$ cat config.mk
export PLATFORM = sky130hd
export DESIGN_NAME = discovery_entity_tracker_core
export DESIGN_NICKNAME = d
export VERILOG_FILES = /design/src/rtl/det_pkg.sv /design/src/rtl/discovery_entity_tracker_core.sv /design/src/rtl/det_table.sv
export SDC_FILE = /design/constraint.sdc
export NUM_CORES = 2
export LEC_CHECK = 0
export BUFFER_PORTS_ARGS = -buffer_cell sky130_fd_sc_hd__buf_2
export CORE_ASPECT_RATIO = 1.2
export CORE_UTILIZATION = 30
export DETAILED_ROUTE_END_ITERATION = 7
export MAX_ROUTING_LAYER = met4
export SLEW_MARGIN = 10
export SYNTH_ARGS = -nofsm -noshare
export SYNTH_HDL_FRONTEND = slang
export SYNTH_SLANG_ARGS = --single-unit
$ cat constraint.sdc
create_clock -name clk -period 18 [get_ports clk]
set_clock_uncertainty 0.2 [all_clocks]
set_input_delay 2.7 -clock clk [delete_from_list [all_inputs] [get_ports clk]]
set_output_delay 2.7 -clock clk [all_outputs]
set_load 0.02 [all_outputs]
$ cat src/rtl/det_pkg.sv
// Shared types and constants for the discovery entity tracker.
// No dependencies.
package det_pkg;

  localparam int MAX_ENTITIES_DEF = 16;
  localparam int MAX_RESULTS      = 16;
  localparam int MS_PER_S         = 1000;
  localparam int LIFE_MS_W        = 18;

  localparam logic [1:0] ST_UNKNOWN   = 2'd0;
  localparam logic [1:0] ST_AVAILABLE = 2'd1;
  localparam logic [1:0] ST_DEPARTING = 2'd2;
  localparam logic [1:0] ST_TIMED_OUT = 2'd3;

  localparam logic [2:0] CAUSE_AVAILABLE = 3'd0;
  localparam logic [2:0] CAUSE_BACKWARDS = 3'd1;
  localparam logic [2:0] CAUSE_DEPARTING = 3'd2;
  localparam logic [2:0] CAUSE_TIMEOUT   = 3'd3;
  localparam logic [2:0] CAUSE_FULL      = 3'd4;

  localparam logic [3:0] MSG_AVAILABLE = 4'd0;
  localparam logic [3:0] MSG_DEPARTING = 4'd1;

  typedef struct packed {
    logic [63:0]          id;
    logic [1:0]           st;
    logic [31:0]          index;
    logic [LIFE_MS_W-1:0] life_ms;
    logic [31:0]          seen_ms;
  } entry_t;

  typedef struct packed {
    logic [63:0] entity;
    logic [1:0]  from_st;
    logic [1:0]  to_st;
    logic [2:0]  cause;
  } res_t;

endpackage

$ cat src/rtl/discovery_entity_tracker_core.sv
// Discovery entity tracker top level: control, slot scan and result queue.
// Depends on det_pkg and det_table.
//
//  channel  | valid       | stall       | payload
//  ---------+-------------+-------------+------------------------------------------
//  item in  | item_valid  | item_stall  | func, msg_kind, source_id, ...
//  event out| event_valid | event_stall | event_entity, from_state, to_state, ...
//
// A tick or an available or departing message scans every slot: the table is read
// one slot per cycle through its single read port while the output is not stalled.
// Other message types are taken without leaving idle and give no result.
// Reset clears the in-use bits at once; no clearing pass.
// A stalled output holds the scan; the input is stalled until the item is done.
module discovery_entity_tracker_core #(
  parameter int MAX_ENTITIES = det_pkg::MAX_ENTITIES_DEF
) (
  input  logic        clk,
  input  logic        rst,
  input  logic        item_valid,
  output logic        item_stall,
  input  logic        func,
  input  logic [3:0]  msg_kind,
  input  logic [63:0] source_id,
  input  logic [31:0] announce_count,
  input  logic [7:0]  valid_time_s,
  input  logic [31:0] timestamp_ms,
  output logic        event_valid,
  input  logic        event_stall,
  output logic [63:0] event_entity,
  output logic [1:0]  from_state,
  output logic [1:0]  to_state,
  output logic [2:0]  cause,
  output logic        last
);
  import det_pkg::*;

  localparam int SW    = (MAX_ENTITIES > 1) ? $clog2(MAX_ENTITIES) : 1;
  localparam int CNT_W = $clog2(MAX_ENTITIES + 1);
  localparam int RES_W = $clog2(MAX_RESULTS + 1);

  typedef enum logic [3:0] {
    S_IDLE   = 4'b0001,
    S_SCAN   = 4'b0010,
    S_DECIDE = 4'b0100,
    S_FINISH = 4'b1000
  } fsm_t;

  fsm_t state, state_next;

  logic                 is_tick, req_depart;
  logic [63:0]          req_id;
  logic [31:0]          req_idx, req_ts;
  logic [7:0]           req_life;

  logic [CNT_W-1:0]     issue_cnt;
  logic                 rd_vld;
  logic [SW-1:0]        rd_slot;
  logic [RES_W-1:0]     n;
  logic                 found, have_free;
  logic [SW-1:0]        m_slot, f_slot;
  logic [1:0]           m_state;
  logic [31:0]          m_index;
  logic [LIFE_MS_W-1:0] m_life_ms;
  logic [MAX_ENTITIES-1:0] used;

  logic                 hold_vld;
  res_t                 hold;

  entry_t               rd;
  logic                 wr_en;
  logic [SW-1:0]        wr_addr;
  entry_t               wr_data;

  logic                 accept, out_free, issue, eval, scan_end;
  logic                 rd_used, expire, tick_hit, match, free_hit;
  logic [32:0]          limit;
  res_t                 tick_res;
  logic                 push_mid, push_end;

  logic                 d_full, d_emit;
  logic [SW-1:0]        d_slot;
  logic [1:0]           d_prev;
  logic [31:0]          d_idx_old;
  logic [LIFE_MS_W-1:0] d_life_old, req_life_ms;
  res_t                 d_res;
  entry_t               d_entry;

  det_table #(.DEPTH(MAX_ENTITIES), .AW(SW)) u_table (
    .clk     (clk),
    .rd_en   (issue),
    .rd_addr (issue_cnt[SW-1:0]),
    .rd_data (rd),
    .wr_en   (wr_en),
    .wr_addr (wr_addr),
    .wr_data (wr_data)
  );

  assign item_stall = (state != S_IDLE);
  assign accept     = item_valid && (state == S_IDLE);
  assign out_free   = !event_valid || !event_stall;
  assign issue      = (state == S_SCAN) && (issue_cnt < CNT_W'(MAX_ENTITIES)) &&
                      (!rd_vld || out_free);
  assign eval       = (state == S_SCAN) && rd_vld && out_free;
  assign scan_end   = (state == S_SCAN) && (issue_cnt == CNT_W'(MAX_ENTITIES)) &&
                      (!rd_vld || eval);

  assign rd_used  = used[rd_slot];
  assign limit    = {1'b0, rd.seen_ms} + 33'(rd.life_ms);
  assign expire   = rd_used && (rd.st == ST_AVAILABLE) && (rd.life_ms != '0) &&
                    ({1'b0, req_ts} > limit) && (n < RES_W'(MAX_RESULTS));
  assign tick_hit = eval && is_tick && expire;
  assign match    = eval && !is_tick && rd_used && (rd.id == req_id) && !found;
  assign free_hit = eval && !is_tick && !rd_used && !have_free;

  assign tick_res = '{entity: rd.id, from_st: ST_AVAILABLE, to_st: ST_TIMED_OUT,
                      cause: CAUSE_TIMEOUT};

  assign push_mid = tick_hit && hold_vld;
  assign push_end = (state == S_FINISH) && hold_vld && out_free;

  assign req_life_ms = LIFE_MS_W'(req_life) * LIFE_MS_W'(MS_PER_S);

  always_comb begin
    d_full     = !found && !have_free;
    d_slot     = found ? m_slot : f_slot;
    d_prev     = found ? m_state : ST_UNKNOWN;
    d_idx_old  = found ? m_index : '0;
    d_life_old = found ? m_life_ms : '0;
    d_emit     = 1'b0;
    d_res      = '{entity: req_id, from_st: d_prev, to_st: ST_AVAILABLE,
                   cause: CAUSE_AVAILABLE};
    if (req_depart) begin
      d_entry = '{id: req_id, st: ST_DEPARTING, index: d_idx_old,
                  life_ms: d_life_old, seen_ms: req_ts};
      d_emit  = (d_prev != ST_DEPARTING);
      d_res.to_st = ST_DEPARTING;
      d_res.cause = CAUSE_DEPARTING;
    end else begin
      d_entry = '{id: req_id, st: ST_AVAILABLE, index: req_idx,
                  life_ms: req_life_ms, seen_ms: req_ts};
      if (found && (d_prev == ST_AVAILABLE) && (req_idx < d_idx_old)) begin
        d_emit        = 1'b1;
        d_res.from_st = ST_AVAILABLE;
        d_res.cause   = CAUSE_BACKWARDS;
      end else begin
        d_emit = (d_prev != ST_AVAILABLE);
      end
    end
    if (d_full) begin
      d_emit = 1'b1;
      d_res  = '{entity: req_id, from_st: ST_UNKNOWN, to_st: ST_UNKNOWN,
                 cause: CAUSE_FULL};
    end
  end

  always_comb begin
    wr_en   = tick_hit || ((state == S_DECIDE) && !d_full);
    wr_addr = tick_hit ? rd_slot : d_slot;
    wr_data = d_entry;
    if (tick_hit) begin
      wr_data    = rd;
      wr_data.st = ST_TIMED_OUT;
    end
  end

  always_comb begin
    state_next = state;
    unique case (state)
      S_IDLE: begin
        if (accept && (func || (msg_kind == MSG_AVAILABLE) ||
                       (msg_kind == MSG_DEPARTING))) begin
          state_next = S_SCAN;
        end
      end
      S_SCAN: begin
        if (scan_end) begin
          state_next = is_tick ? S_FINISH : S_DECIDE;
        end
      end
      S_DECIDE: state_next = S_FINISH;
      S_FINISH: begin
        if (!hold_vld || out_free) begin
          state_next = S_IDLE;
        end
      end
      default: state_next = S_IDLE;
    endcase
  end

  // Control state.
  always_ff @(posedge clk) begin
    if (rst) begin
      state       <= S_IDLE;
      used        <= '0;
      rd_vld      <= 1'b0;
      hold_vld    <= 1'b0;
      event_valid <= 1'b0;
      issue_cnt   <= '0;
      n           <= '0;
      found       <= 1'b0;
      have_free   <= 1'b0;
    end else begin
      state <= state_next;
      if (accept) begin
        issue_cnt <= '0;
        rd_vld    <= 1'b0;
        n         <= '0;
        found     <= 1'b0;
        have_free <= 1'b0;
      end else begin
        if (issue) begin
          issue_cnt <= issue_cnt + 1'b1;
          rd_vld    <= 1'b1;
        end else if (eval) begin
          rd_vld <= 1'b0;
        end
        if (tick_hit) begin
          n <= n + 1'b1;
        end
        if (match) begin
          found <= 1'b1;
        end
        if (free_hit) begin
          have_free <= 1'b1;
        end
      end
      if ((state == S_DECIDE) && !d_full) begin
        used[d_slot] <= 1'b1;
      end
      if (tick_hit || ((state == S_DECIDE) && d_emit)) begin
        hold_vld <= 1'b1;
      end else if (push_end) begin
        hold_vld <= 1'b0;
      end
      if (push_mid || push_end) begin
        event_valid <= 1'b1;
      end else if (!event_stall) begin
        event_valid <= 1'b0;
      end
    end
  end

  // Payload.
  always_ff @(posedge clk) begin
    if (accept) begin
      is_tick    <= func;
      req_depart <= (msg_kind == MSG_DEPARTING);
      req_id     <= source_id;
      req_idx    <= announce_count;
      req_life   <= valid_time_s;
      req_ts     <= timestamp_ms;
    end
    if (issue) begin
      rd_slot <= issue_cnt[SW-1:0];
    end
    if (match) begin
      m_slot    <= rd_slot;
      m_state   <= rd.st;
      m_index   <= rd.index;
      m_life_ms <= rd.life_ms;
    end
    if (free_hit) begin
      f_slot <= rd_slot;
    end
    if (tick_hit) begin
      hold <= tick_res;
    end else if ((state == S_DECIDE) && d_emit) begin
      hold <= d_res;
    end
    if (push_mid || push_end) begin
      event_entity <= hold.entity;
      from_state   <= hold.from_st;
      to_state     <= hold.to_st;
      cause        <= hold.cause;
      last         <= push_end;
    end
  end

endmodule

$ cat src/rtl/det_table.sv
// Entity table storage: one synchronous memory, one read and one write port.
// Depends on det_pkg (entry_t).
module det_table #(
  parameter int DEPTH = 16,
  parameter int AW    = 4
) (
  input  logic            clk,
  input  logic            rd_en,
  input  logic [AW-1:0]   rd_addr,
  output det_pkg::entry_t rd_data,
  input  logic            wr_en,
  input  logic [AW-1:0]   wr_addr,
  input  det_pkg::entry_t wr_data
);
  import det_pkg::*;

  entry_t mem [DEPTH];

  always_ff @(posedge clk) begin
    if (wr_en) begin
      mem[wr_addr] <= wr_data;
    end
  end

  always_ff @(posedge clk) begin
    if (rd_en) begin
      rd_data <= mem[rd_addr];
    end
  end

endmodule

==> results.md <==
| Quantity | This run |
|---|---|
| Run status | complete, no violations |
| Vertical die dimension | 674 um |
| Post-synth cell types | 79 |
| Static leakage | 40.2 nW |
| Slowest stage cell, crit path | sky130_fd_sc_hd__buf_4 |
| Vias | 53330 |
| Longest individual stage delay on the worst path | 0.82 ns |
| Class of the tightest hold or removal check | reg2reg |
| Buffers & Inverters on Critical Path | 5 |
| Top delay family on crit path | buffers and inverters |
| Total placed instance area | 0.121 mm2 |
| Slew headroom | 0.144 |
| Pins Over Slew Limit | 0 |
| Layout net count | 5718 |
| Residual overflow from global routing | 0 |
| Final critical delay including setup and external delays | 9.19 ns |
| Number of enable flip-flop cells after synthesis | 2853 |
| Die Outline Area | 0.379 mm2 |
| Number of hold violations in the final report | 0 |
| Data arrival time of the critical path | 9.46 ns |
| Sequential group share of total power | 0.508 |
| Post-Syn Area | 0.113 mm2 |
| GP Congestion | 0.819 |
| Number of top-level design ports | 219 |
| Effective utilization at floorplan | 0.302 |
| Violation count after the first detailed-route iteration | 5543 |
| Biggest fanout along the worst timing path | 90 |
| Top achievable clock speed | 109 MHz |
| Maximum number of pins on one net before global-route repair | 177 |
| Total iterations of the first detailed-routing run | 5 |
| Gr usage total | 0.156 |
| Number of remaining DRC errors | 0 |
| Hold buffer count at CTS | 0 |
| Internal Dissipation | 0.0120 W |
| Routed wire length | 291 mm |
| Final cycle utilization of the critical path | 0.511 |
| Combinational share of power | 0.108 |
| Nature of the critical path startpoint | flop |
| CTS clock-pin slew for the worst setup and hold paths | 0.06 ns |
| CTS buffer count | 295 |
| Share of cells above drive strength 1 | 0.297 |
| Slew of the pin with the lowest slew margin | 1.28 ns |
| Average footprint of a synthesized cell | 22.5 um2 |
| Synthesis-to-layout area growth | 15.3% |
| Unrepaired setup endpoints after global routing | no |
| Sw power | 0.00390 W |
| Antenna violations before repair | 38 |
| Cell repeated most along the worst path | sky130_fd_sc_hd__buf_4 |
| Syn_nets | 5304 |
| Buffer cell driving the clock tree root | sky130_fd_sc_hd__clkbuf_16 |
| Worst path required time | 18.27 ns |
| Element type at the critical path end | flop |
| Overall die width | 562 um |
| Via count normalized by instance count | 5.02 |
| Total Negative Setup Slacks | 0 ns |
| Input/output buffers | 218 |
| CTS tree | done |
| Routed wire per std cell | 27.3 um |
| Row Count | 246 |
| Core region area | 0.374 mm2 |
| CP Cell Sequence | ha_1, fa_1, a211oi_1, o21a_1, o31ai_1, and4_1, nor3_1, nor3_1, xnor2_1, ha_1, nand3_1, nor4_1, nand2_1, a21oi_1, o31a_1, buf_4, nand2_8, buf_4, buf_4, o41ai_4, buf_12, buf_4 |
| Count of endpoints failing setup in the final report | 0 |
| Post-cts gate resize count | 0 |
| Asr flop ratio synth | 0 |
| Number of max-cap violations | 0 |
| Most common cell after layout, fill and taps aside | sky130_fd_sc_hd__edfxtp_1 |
| H-tree depth | 5 |
| Buffer count from post-CTS setup fixing | 0 |
| Power density of the placed cells | 122 mW/mm2 |
| Skew-Pair Late Insertion Delay | 0.88 ns |
| Start-to-end type of the worst setup path | reg2reg |
| Buffer levels on the longest clock path | 4 |
| Area of all placed cells without fillers | 0.130 mm2 |
| Detailed Place HPWL | 165 mm |
| Clk pwr share | 0.384 |
| Switch share | 0.246 |
| Maximum ir drop on the vdd rail | 148 uV |
| Synthesis Warnings | 0 |
| Sequential cell area fraction in the yosys report | 0.766 |
| Commonest cells after routing, fill and taps aside | 2853 x sky130_fd_sc_hd__edfxtp_1, 745 x sky130_fd_sc_hd__mux4_2, 307 x sky130_fd_sc_hd__clkbuf_16 |
| Count of clock tree sinks | 2894 |
| Detail Route Antenna Nets | 0 |
| Cells after Synth | 5015 |
| Vias in the first global route | 55649 |
| First-pass GRT wire length | 414 mm |
| Commonest register cell after synthesis | sky130_fd_sc_hd__edfxtp_1 |
| Number of storage elements in the synthesis netlist | 2894 |
cell usage after synthesis (43+ instances only):
cell type / instances / area (um2)
sky130_fd_sc_hd__ha_1: 121 / 1510
sky130_fd_sc_hd__a21oi_1: 61 / 305
sky130_fd_sc_hd__xnor2_1: 43 / 377
sky130_fd_sc_hd__nor2_1: 48 / 180
sky130_fd_sc_hd__clkbuf_1: 140 / 526
sky130_fd_sc_hd__buf_1: 57 / 214
sky130_fd_sc_hd__inv_1: 107 / 402
sky130_fd_sc_hd__mux4_2: 745 / 16800
sky130_fd_sc_hd__a22o_1: 48 / 420
sky130_fd_sc_hd__nand2_1: 130 / 488
sky130_fd_sc_hd__edfxtp_1: 2853 / 85700
sky130_fd_sc_hd__o21ai_0: 109 / 546
sky130_fd_sc_hd__mux2_2: 101 / 1140
layer usage:
metal  part of all wire  up-vias  wire (um)  GRT usage
met1               0.41    28968     120000      0.201
met2               0.50     1939     146000      0.258
li1                   -    22048          -          -
met4              0.024        0       6980     0.0399
met5                  0        -          0          -
met3              0.063      375      18200     0.0236
logic make-up after synthesis:
group	synth area share
flip-flops	0.766
multiplexers	0.161
AO/OA/AOI/OAI	0.0229
buffers and inverters	0.0121
AND/OR/NAND/NOR	0.0138
adder cells (fa/ha/maj)	0.0175
XOR/XNOR	0.00652
final cells by class:
class | count | area [um2]
diodes | 18 | 45.0
clock buffers | 346 | 7910
clock inverters | 178 | 1600
fillers | 34488 | 244000
inverters | 108 | 405
multi-input cells | 1784 | 25300
flip-flops and latches | 2894 | 86500
well taps | 4960 | 6210
repair buffers | 346 | 2210
final timing paths:
kind,start,endpoint,slack [ns],depth (start not counted)
worst max-delay path,u_table.rd_data[32],u_table.mem[1][134],8.81,22
worst max register to register,u_table.rd_data[32],u_table.mem[1][134],8.81,22
worst min-delay path,hold[28],event_entity[21],0.22,0
worst min register to register,hold[28],event_entity[21],0.22,0
per-stage QoR:
stage | setup WS [ns] | total power [W] | std cells | utilization | hold WS, ns
after global placement | 8.94 | 0.00985 | 10091 | 0.322 | 0.204
after global routing | 8.30 | 0.0164 | 10631 | 0.348 | 0.224
after floorplan | 1.84 | 0.00912 | 5015 | - | 0.200
after detailed placement | 8.91 | 0.00990 | 10091 | 0.322 | 0.205
after CTS | 8.84 | 0.0160 | 10615 | 0.348 | 0.219
final | 8.81 | 0.0158 | 10634 | 0.348 | 0.218
flip-flops by register name, indices dropped and copies added, names as in the netlist, 3 cells and up:
register,count
cause,3
event_entity,64
f_slot,4
hold,70
issue_cnt,5
m_index,32
m_life_ms,18
m_slot,4
n,5
rd_slot,4
req_id,64
req_idx,32
req_life,8
req_ts,32
state,4
u_table.mem,2368
u_table.rd_data,148
used,16
power groups by stage:
stage / clock, W / sequential (W) / combinational [W]
finish: 0.00609 / 0.00805 / 0.00171
global route: 0.00646 / 0.00805 / 0.00185
CTS: 0.00622 / 0.00805 / 0.00171
detailed placement: 0 / 0.00819 / 0.00170
global placement: 0 / 0.00819 / 0.00165
floorplan: 0 / 0.00813 / 0.000983
(Power assumes the default switching activity.)
